==> config.mk <==
export PLATFORM = sky130hd
export DESIGN_NAME = kmi_cell
export DESIGN_NICKNAME = d
export VERILOG_FILES = /design/src/rtl/kmi_pkg.sv /design/src/rtl/kmi_cell.sv
export SDC_FILE = /design/constraint.sdc
export NUM_CORES = 1
export LEC_CHECK = 0
export BUFFER_PORTS_ARGS = -buffer_cell sky130_fd_sc_hd__buf_2
export CAP_MARGIN = 10
export CORE_MARGIN = 2
export CORE_UTILIZATION = 40
export DETAILED_ROUTE_END_ITERATION = 6
export GPL_TIMING_DRIVEN = 1
export PLACE_DENSITY = 0.64
export SYNTH_ARGS = -nofsm -noshare
export SYNTH_HDL_FRONTEND = slang
export SYNTH_SLANG_ARGS = --single-unit
==> constraint.sdc <==
create_clock -name aclk -period 21.4 [get_ports aclk]
set_input_delay 1.07 -clock aclk [delete_from_list [all_inputs] [get_ports aclk]]
set_output_delay 1.07 -clock aclk [all_outputs]
set_load 0.05 [all_outputs]
==> src/rtl/kmi_pkg.sv <==
// ============================================================================
// kmi_pkg
// Shared types and codes of the keyed map (insert and lookup).
// ============================================================================
package kmi_pkg;

    // Default number of entries, one per cell of the chain.
    localparam int KMI_CAPACITY = 256;

    localparam int KEY_W    = 64;
    localparam int VALUE_W  = 64;
    localparam int STATUS_W = 3;

    // Opcodes of an input beat.
    localparam logic OP_INSERT = 1'b0;
    localparam logic OP_LOOKUP = 1'b1;

    // Result status codes.
    localparam logic [STATUS_W-1:0] ST_INSERTED  = 3'd0;
    localparam logic [STATUS_W-1:0] ST_DUPLICATE = 3'd1;
    localparam logic [STATUS_W-1:0] ST_HIT       = 3'd2;
    localparam logic [STATUS_W-1:0] ST_MISS      = 3'd3;
    localparam logic [STATUS_W-1:0] ST_FULL      = 3'd4;

    // One request as it travels down the chain. Once done is set, the
    // status and value are final and later cells only pass it along.
    typedef struct packed {
        logic                valid;
        logic                op;
        logic [KEY_W-1:0]    key;
        logic [VALUE_W-1:0]  value;
        logic                done;
        logic [STATUS_W-1:0] status;
        logic [VALUE_W-1:0]  vout;
    } kmi_item_t;

endpackage

==> src/rtl/kmi_cell.sv <==
// ============================================================================
// kmi_cell
// One map entry plus one pipeline slot of the request chain.
// ============================================================================
module kmi_cell (
    input  logic              aclk,
    input  logic              aresetn,
    input  logic              advance,
    input  kmi_pkg::kmi_item_t item_in,
    output kmi_pkg::kmi_item_t item_out,
    output logic              entry_valid
);
    import kmi_pkg::*;

    logic [KEY_W-1:0]   key_reg;
    logic [VALUE_W-1:0] value_reg;
    logic               valid_reg;
    kmi_item_t          item_reg;
    kmi_item_t          item_next;
    logic               match;
    logic               entry_write;

    // Entries fill from the head of the chain, so the first empty cell a
    // request meets ends its search: nothing valid lies beyond it.
    always_comb begin
        item_next   = item_in;
        entry_write = 1'b0;
        match       = valid_reg && (key_reg == item_in.key);
        if (item_in.valid && !item_in.done) begin
            if (match) begin
                item_next.done = 1'b1;
                if (item_in.op == OP_INSERT) begin
                    item_next.status = ST_DUPLICATE;
                end else begin
                    item_next.status = ST_HIT;
                    item_next.vout   = value_reg;
                end
            end else if (!valid_reg) begin
                item_next.done = 1'b1;
                if (item_in.op == OP_INSERT) begin
                    entry_write      = 1'b1;
                    item_next.status = ST_INSERTED;
                end else begin
                    item_next.status = ST_MISS;
                end
            end
        end
    end

    always_ff @(posedge aclk) begin
        if (!aresetn) begin
            valid_reg      <= 1'b0;
            item_reg.valid <= 1'b0;
        end else if (advance) begin
            item_reg <= item_next;
            if (entry_write) begin
                valid_reg <= 1'b1;
            end
        end
    end

    always_ff @(posedge aclk) begin
        if (advance && entry_write) begin
            key_reg   <= item_in.key;
            value_reg <= item_in.value;
        end
    end

    assign item_out    = item_reg;
    assign entry_valid = valid_reg;

endmodule

==> reports/summary.txt <==
Hold Buf Count CTS: 0
DR pass1 iterations: 4
worst min path class: reg -> reg
Total Wirelength: 25500 um
Residual DRC: 0
Net Sw Frac: 25.2%
GR Overflow Total: 0
unrepaired setup endpoints after global routing: no
Req. time, crit path: 21.65 ns
Final Skew: 0.0119 ns
synthesized cell area: 11700 sq um
Distinct cells, synth: 23
syn_nets: 703
crit path max fanout: 55
register area share after synthesis: 83.6%
Port-buffer cells: 399
# nets final: 1138
f_max: 268 MHz
Rel. slew slack: 28.8%
pin count of the biggest net entering global routing: 75
worst slew pin tran: 1.07 ns
Iter 0 DRT Violations: 369
Crit Path Category: in -> reg
CTS Buffer Depth: 3
pwr/cell area: 96.2 nW/um^2
Yosys top cell area share: 83.2%
fillers: 2365
placer congestion estimate: 0.753
Clock Power Share: 37.2%
final worst setup slack: 17.66 ns
max cap viols: 0
CORE AREA: 28800 sq um
TNS Setup: 0 ns
flops & latches, synth: 327
status: completed
first-pass GRT wire length: 36700 um
fin crit share: 17.5%
Cells after Synth: 502
initial antenna violation count: 4
CTS tree: built
Comb power frac: 11.6%
Layout area overhead: 29.3%
hold-critical path depth: 2
GRT Util Overall: 15.8%
Starting Density: 40.7%
die width: 175 um
# IOs: 400
FP Rows: 62
Synth area leaders: edfxtp_1, mux2_4, xnor2_1
final-report max-slew violation count: 0
H-tree depth: 2
Final setup viols: 0
share of cells above drive strength 1: 54.3%
DP HPWL: 18200 um
TritonCTS buffer count: 35
leading area contributor after synthesis: edfxtp_1
Final ANT Viol Nets: 0
NetSw: 367 uW
Post-CTS Repair Setup Buffers: 0
Die Span Y: 175 um
P_int: 1.09 mW
Root Buffer: clkbuf_16
Seq pwr share: 51.2%
clock sinks: 327
startpoint class of the critical path: primary input
post-DR wirelength/cell: 18.9 um
CP arrival: 3.99 ns
max FFs per register: 198
min Tclk post-route: 3.74 ns
post_cts resized: 0
post-DR vias/cell: 4.57
maximum VDD drop: 0.0638 mV
Leak Pwr: 5.78 nW
worst reg2reg path depth: 7
Worst-Skew Late Latency: 0.50 ns
die area: 30700 sq um
Mapped Avg Cell Area: 23.4 sq um
vias in the first global route: 6161
Ys Warns: 0
CP endpoint kind: flop
Post-Place Setup Slack: 17.05 ns
Clock transition at path regs: 0.06 ns
final number of hold-violating endpoints: 0
DR vias: 6162
cell families (layout without fill, tap and decap cells):
family | after synthesis | count (layout) | share of synthesized area (%)
other | 0 | 2 | 0
AO/OA/AOI/OAI | 6 | 6 | 0.341
multiplexers | 66 | 66 | 8.25
XOR/XNOR | 64 | 64 | 4.78
flip-flops | 327 | 327 | 83.6
AND/OR/NAND/NOR | 33 | 33 | 2.03
buffers and inverters | 6 | 466 | 1.02
final cells by class:
type	instances	area (sq um)	area share [%]
flip-flops and latches	327	9800	64.6
diodes	2	5.00	0.0330
well taps	384	480	3.17
clock buffers	45	935	6.16
clock inverters	17	93.8	0.619
repair buffers	404	2030	13.4
multi-input cells	169	1810	12.0
power groups by stage:
| stage | registers, mW | clock network (mW) | logic, mW |
|---|---|---|---|
| after floorplan | 0.855 | 0 | 0.0238 |
| after global placement | 0.760 | 0 | 0.170 |
| after detailed placement | 0.760 | 0 | 0.172 |
| after CTS | 0.747 | 0.559 | 0.172 |
| after global routing | 0.749 | 0.582 | 0.177 |
| final | 0.747 | 0.543 | 0.170 |
layer usage:
metal	global-route usage (%)	routed length, um	vias to the layer above
li1	-	-	2864
met1	18.5	9640	2964
met2	28.0	13100	282
met3	4.61	2060	50
met4	4.79	607	2
met5	0	10	-
Yosys cell counts:
| cell | number |
|---|---|
| edfxtp_1 | 325 |
| xnor2_1 | 64 |
| mux2_4 | 60 |
| nand4_1 | 16 |
| buf_12 | 6 |
| mux2_2 | 5 |
| nand2_1 | 4 |
| nor4_2 | 4 |
| a21boi_0 | 2 |
| dfxtp_1 | 2 |
| nor2b_1 | 2 |
| a21o_1 | 1 |
| a21oi_1 | 1 |
| and2_1 | 1 |
| mux2i_1 | 1 |
| nand2b_1 | 1 |
| nand3_1 | 1 |
| nand4_2 | 1 |
| nor2_1 | 1 |
| nor2_8 | 1 |
| nor4_1 | 1 |
| o21a_1 | 1 |
| o21ai_0 | 1 |
through the flow:
| stage | hold slack (ns) | area, sq um | instances | power (mW) | utilization, % |
|---|---|---|---|---|---|
| after global placement | 0.483 | 14100 | 1284 | 0.930 | 49.1 |
| after floorplan | 0.523 | 11700 | 502 | 0.879 | - |
| after global routing | 0.524 | 15200 | 1347 | 1.51 | 52.7 |
| final | 0.501 | 15200 | 1348 | 1.46 | 52.7 |
| after CTS | 0.501 | 15200 | 1346 | 1.48 | 52.7 |
| after detailed placement | 0.490 | 14100 | 1284 | 0.932 | 49.1 |
path summary, 6_finish.rpt:
kind | from | to | slack, ns
worst max-delay path | item_in[167] | item_out[3]$_DFFE_PP_ | 17.66
worst max register to register | key_reg[35]$_DFFE_PP_ | item_out[3]$_DFFE_PP_ | 18.00
worst min register to register | item_out[197]$_SDFFE_PN0P_ | item_out[197]$_SDFFE_PN0P_ | 0.50
worst min-delay path | item_out[197]$_SDFFE_PN0P_ | item_out[197]$_SDFFE_PN0P_ | 0.50
placed cells by master, fill, tap and decap left out:
master     netlist  layout
a21boi_0         2       2
mux2_2           5       5
clkbuf_16        0      36
dfxtp_1          2       2
buf_4            0       5
mux2_4          60      60
clkinv_2         0       6
nor2_1           1       1
a21o_1           1       1
nand2b_1         1       1
nor4_2           4       5
nand4_1         16      16
nor2b_1          2       2
xnor2_1         64      64
nand2_1          4       4
clkinv_1         0       8
o21a_1           1       1
clkinv_8         0       1
o21ai_0          1       1
a21oi_1          1       1
inv_6            0       2
buf_2            0     399
edfxtp_1       325     325
nor2_8           1       1
clkbuf_1         0       9
and2_4           0       1
diode_2          0       2
nand3_1          1       1
mux2i_1          1       1
nand4_2          1       1
worst max-delay path, cell delays in order:
cell and delay, ns:
buf_2 0.12, xnor2_1 0.18, nand4_1 0.17, nor4_2 0.47, nand4_2 0.31, nor2_8 0.32, buf_4 0.82, mux2_2 0.42
(Power assumes the default switching activity.)
