`config.mk`:
```
export PLATFORM = sky130hd
export DESIGN_NAME = kmi_out_stage
export DESIGN_NICKNAME = d
export VERILOG_FILES = /design/src/rtl/kmi_pkg.sv /design/src/rtl/kmi_out_stage.sv
export SDC_FILE = /design/constraint.sdc
export NUM_CORES = 1
export LEC_CHECK = 0
export ABC_AREA = 0
export BUFFER_PORTS_ARGS = -buffer_cell sky130_fd_sc_hd__buf_2
export CORE_AREA = 2 2 104 106
export DETAILED_ROUTE_END_ITERATION = 12
export DIE_AREA = 0 0 106 108
export GPL_ROUTABILITY_DRIVEN = 0
export MAX_ROUTING_LAYER = met4
export PLACE_DENSITY = 0.61
export RECOVER_POWER = 100
export SLEW_MARGIN = 30
export SYNTH_ARGS = -nofsm -noshare
export SYNTH_HDL_FRONTEND = slang
export SYNTH_SLANG_ARGS = --single-unit
```
`constraint.sdc`:
```
create_clock -name aclk -period 11.6 [get_ports aclk]
set_input_delay 0.58 -clock aclk [delete_from_list [all_inputs] [get_ports aclk]]
set_output_delay 0.58 -clock aclk [all_outputs]
set_load 0.1 [all_outputs]
```
`src/rtl/kmi_pkg.sv`:
```
// ============================================================================
// kmi_pkg
// Shared types and codes of the keyed map (insert and lookup).
// ============================================================================
package kmi_pkg;

    // Default number of entries, one per cell of the chain.
    localparam int KMI_CAPACITY = 256;

    localparam int KEY_W    = 64;
    localparam int VALUE_W  = 64;
    localparam int STATUS_W = 3;

    // Opcodes of an input beat.
    localparam logic OP_INSERT = 1'b0;
    localparam logic OP_LOOKUP = 1'b1;

    // Result status codes.
    localparam logic [STATUS_W-1:0] ST_INSERTED  = 3'd0;
    localparam logic [STATUS_W-1:0] ST_DUPLICATE = 3'd1;
    localparam logic [STATUS_W-1:0] ST_HIT       = 3'd2;
    localparam logic [STATUS_W-1:0] ST_MISS      = 3'd3;
    localparam logic [STATUS_W-1:0] ST_FULL      = 3'd4;

    // One request as it travels down the chain. Once done is set, the
    // status and value are final and later cells only pass it along.
    typedef struct packed {
        logic                valid;
        logic                op;
        logic [KEY_W-1:0]    key;
        logic [VALUE_W-1:0]  value;
        logic                done;
        logic [STATUS_W-1:0] status;
        logic [VALUE_W-1:0]  vout;
    } kmi_item_t;

endpackage

```
`src/rtl/kmi_out_stage.sv`:
```
// ============================================================================
// kmi_out_stage
// Result register at the tail of the chain; lets the chain move on while a
// finished result waits for the sink.
// ============================================================================
module kmi_out_stage (
    input  logic                             aclk,
    input  logic                             aresetn,
    input  kmi_pkg::kmi_item_t               tail,
    output logic                             advance,
    output logic                             m_valid,
    input  logic                             m_ready,
    output logic [kmi_pkg::STATUS_W-1:0]     m_status,
    output logic [kmi_pkg::VALUE_W-1:0]      m_value_out
);
    import kmi_pkg::*;

    logic                out_valid_reg;
    logic [STATUS_W-1:0] status_reg;
    logic [VALUE_W-1:0]  value_reg;

    // The chain stalls only when both the tail and this register hold a
    // result and the sink is not taking one.
    assign advance = !tail.valid || !out_valid_reg || m_ready;

    always_ff @(posedge aclk) begin
        if (!aresetn) begin
            out_valid_reg <= 1'b0;
        end else if (advance && tail.valid) begin
            out_valid_reg <= 1'b1;
        end else if (m_ready) begin
            out_valid_reg <= 1'b0;
        end
    end

    always_ff @(posedge aclk) begin
        if (advance && tail.valid) begin
            status_reg <= tail.status;
            value_reg  <= tail.vout;
        end
    end

    assign m_valid     = out_valid_reg;
    assign m_status    = status_reg;
    assign m_value_out = value_reg;

endmodule

```
==> metrics.md <==
| Metric | Value |
|---|---|
| Die footprint | `11450 µm²` |
| Sequential area share after synthesis | `98.48%` |
| Iteration-0 DRC Markers | `35` |
| Core Area | `10230 µm²` |
| Critical path startpoint category | `flip-flop` |
| Ant diodes | `0` |
| CTS tree | `yes` |
| Setup crit end | `m_value_out[42]$_DFFE_PP_` |
| CP top delay family | `simple AND/OR/NAND/NOR gates` |
| Final Util | `about 29%` |
| CTS buffer count | `9` |
| Setup bufs post-CTS | `0` |
| Routed WL | `approximately 5200 µm` |
| Crit path from | `m_valid$_SDFFE_PN0P_` |
| Vias/cell | `about 3.6` |
| Outcome | `finished, violations left` |
| RSZ-0062 raised after global routing | `no` |
| Synth Area in Simple Gates | `1.152%` |
| Max capacitance violation total | `2` |
| Setup TNS | `0 ns` |
| Final min period | `4.262 ns` |
| Static leakage | `1.100 nW` |
| Synth Instances | `72` |
| Worst VDD drop | `73.82 µV` |
| R2r endpoint | `m_value_out[42]$_DFFE_PP_` |
| Vias after detailed routing | `1318` |
| Critical path, cell by cell | `nor2b_1 -> nor2b_1 -> clkbuf_1` |
| Layout Skew | `0.01148 ns` |
| Critical path depth in cells | `3` |
| Nets@finish | `424` |
| Clk slew on worst S/H paths | `around 0.08 ns` |
| Largest net degree at the start of global routing | `35` |
| Post-DP HPWL | `4033 µm` |
| First-pass GRT wire length | `7293 µm` |
| Die width | `106 µm` |
| Die height | `108 µm` |
| Synth Cell Area | `2063 µm²` |
| Critical Path Max Stage Delay | `about 2 ns` |
| Clock Latency Late Sink | `around 0.34 ns` |
| Port Buffers | `~140` |
| Drt wl/cell | `14.24 µm` |
| Synth Register Bits | `between 60 and 70` |
| Total GRT Usage | `9.213%` |
| PostCTS Resize Cnt | `0` |
| CP Class | `flip-flop to flip-flop` |
| Starting Density | `between 20 and 25%` |
| Reg2Reg Depth | `3` |
| Gr ovfl total | `0` |
| Slowest CP cell | `nor2b_1` |
| Clk root buf | `clkbuf_8` |
| Critical path arrival | `4.19 ns` |
| CP max FO | `34` |
| FP Rows | `37` |
| Avg Cell Area, Syn | `28.66 µm²` |
| Share of cells above drive strength 1 | `between 30% and 40%` |
| CTS Hold Bufs | `0` |
| Synth Area in XOR/XNOR | `0%` |
| FILL cells | `1076` |
| Drt first pass iters | `3` |
| Power per cell area | `197.1 nW/µm²` |
| Worst Tran Pin Value | `around 2.7 ns` |
| Hold WC Path Type | `input pin to flip-flop` |
| CTS max path bufs | `2` |
| Largest family of logic cells by synthesized area | `simple AND/OR/NAND/NOR gates` |
| Relative slew slack | `-81.19%` |
| Worst setup EP type | `flip-flop` |
| Vias in the first global route | `approximately 1400` |
| Fin. Hold Viols | `0` |
| Area share of fa/ha/maj cells after synthesis | `0%` |
| Violated checks | `max-capacitance violations, max-slew violations` |
| Synth Warn # | `0` |
| Share of the synthesized area in compound gates (AO/OA/AOI/OAI) | `less than 1%` |
| Fin. max-slew vios | `70` |
| Fmax | `about 230 MHz` |
| Num Clock Sinks | `68` |
| Required @ worst endpoint | `roughly 12 ns` |
| Final setup viols | `0` |
| FF-to-FF Start | `m_valid$_SDFFE_PN0P_` |
| Fin Hold WS | `0.4101 ns` |
| Post-synthesis mux area share | `0%` |
| Area Overhead vs Synth | `46.09%` |
| # DRC | `0` |
| Synthesized net count | `273` |
| Synth cell types | `6` |
| ANT nets after route | `0` |
| Most frequent CP cell | `nor2b_1` |
| Final period util | `a little under two fifths` |
| IO Pins | `270` |
| Worst path bufs/invs | `1` |
| R2R Setup Slk | `7.34 ns` |
| H-tree depth | `3` |
| Initial antenna violation count | `0` |
-- synth_stat cells (all sizes together) --
library cell / instances / area (µm²)
dfxtp: 1 / 20.02
edfxtp: 67 / 2012
nand2: 1 / 3.750
nor2b: 2 / 20.02
o21a: 1 / 7.510
-- per-stage QoR --
| step | instance area (µm²) | cells | setup slack (ns) | power, mW |
|---|---|---|---|---|
| after floorplan | 2063 | 72 | 7.213 | 0.4034 |
| after global placement | 2944 | 348 | 9.241 | 0.4303 |
| after detailed placement | 2944 | 348 | 9.198 | 0.4308 |
| after CTS | 3123 | 364 | 9.494 | 0.6065 |
| after global routing | 3014 | 364 | 6.799 | 0.6208 |
| final | 3014 | 364 | 7.338 | 0.5940 |
-- worst register-to-register path, stage by stage, from the launching register on --
cell	delay [ns]
dfxtp_1	0.31
nor2b_1	0.14
nor2b_1	2.00
clkbuf_1	1.38
-- registers in the layout, indices dropped and copies added (netlist names) --
register and count:
m_valid 1, m_status 3, m_value_out 64
-- how the worst min path moves through the flow --
stage | cells past startpoint | slack (ns) | endpoint | from
global route | 1 | 0.38 | m_value_out[34]$_DFFE_PP_ | tail[34]
detailed placement | 2 | 0.63 | m_valid$_SDFFE_PN0P_ | m_valid$_SDFFE_PN0P_
CTS | 1 | 0.39 | m_value_out[34]$_DFFE_PP_ | tail[34]
floorplan | 0 | 0.68 | m_status[0]$_DFFE_PP_ | tail[64]
finish | 1 | 0.41 | m_value_out[20]$_DFFE_PP_ | tail[20]
global placement | 2 | 0.62 | m_valid$_SDFFE_PN0P_ | m_valid$_SDFFE_PN0P_
-- layout make-up --
class | instances | area (µm²) | area share, %
clock buffer | 11 | 141.4 | 4.691
tap | 136 | 170.2 | 5.645
sequential | 68 | 2032 | 67.41
multi-input combinational | 4 | 23.77 | 0.7887
clock inverter | 5 | 37.54 | 1.245
timing repair buffer | 140 | 609.3 | 20.22
-- report_power, final --
| group | total [mW] | internal (mW) | switching [mW] |
|---|---|---|---|
| clock network | 0.174 | 0.0838 | 0.0898 |
| registers | 0.292 | 0.288 | 0.00395 |
| logic | 0.129 | 0.0134 | 0.115 |
-- routing by layer --
layer	global-route usage, %	share of wire, %	vias to the layer above
met5	-	0	-
met4	4.511	1.6	0
met3	4.762	11	9
met2	12.81	44	95
met1	10.97	43	622
li1	-	-	592
-- cells by family after synthesis --
family,Yosys count
DFF,68
and+or+nand+nor,3
AOI/OAI and AO/OA,1
-- cell usage in the layout, fill, tap and decap left out --
| master | synthesis | routed |
|---|---|---|
| dfxtp_1 | 1 | 1 |
| clkbuf_8 | 0 | 10 |
| clkinv_4 | 0 | 2 |
| clkbuf_1 | 0 | 74 |
| clkinvlp_4 | 0 | 2 |
| nand2_1 | 1 | 1 |
| o21a_1 | 1 | 1 |
| nor2b_1 | 1 | 2 |
| edfxtp_1 | 67 | 67 |
| buf_2 | 0 | 67 |
| clkinv_2 | 0 | 1 |
Note: power is estimated with default switching activity, not from simulation.
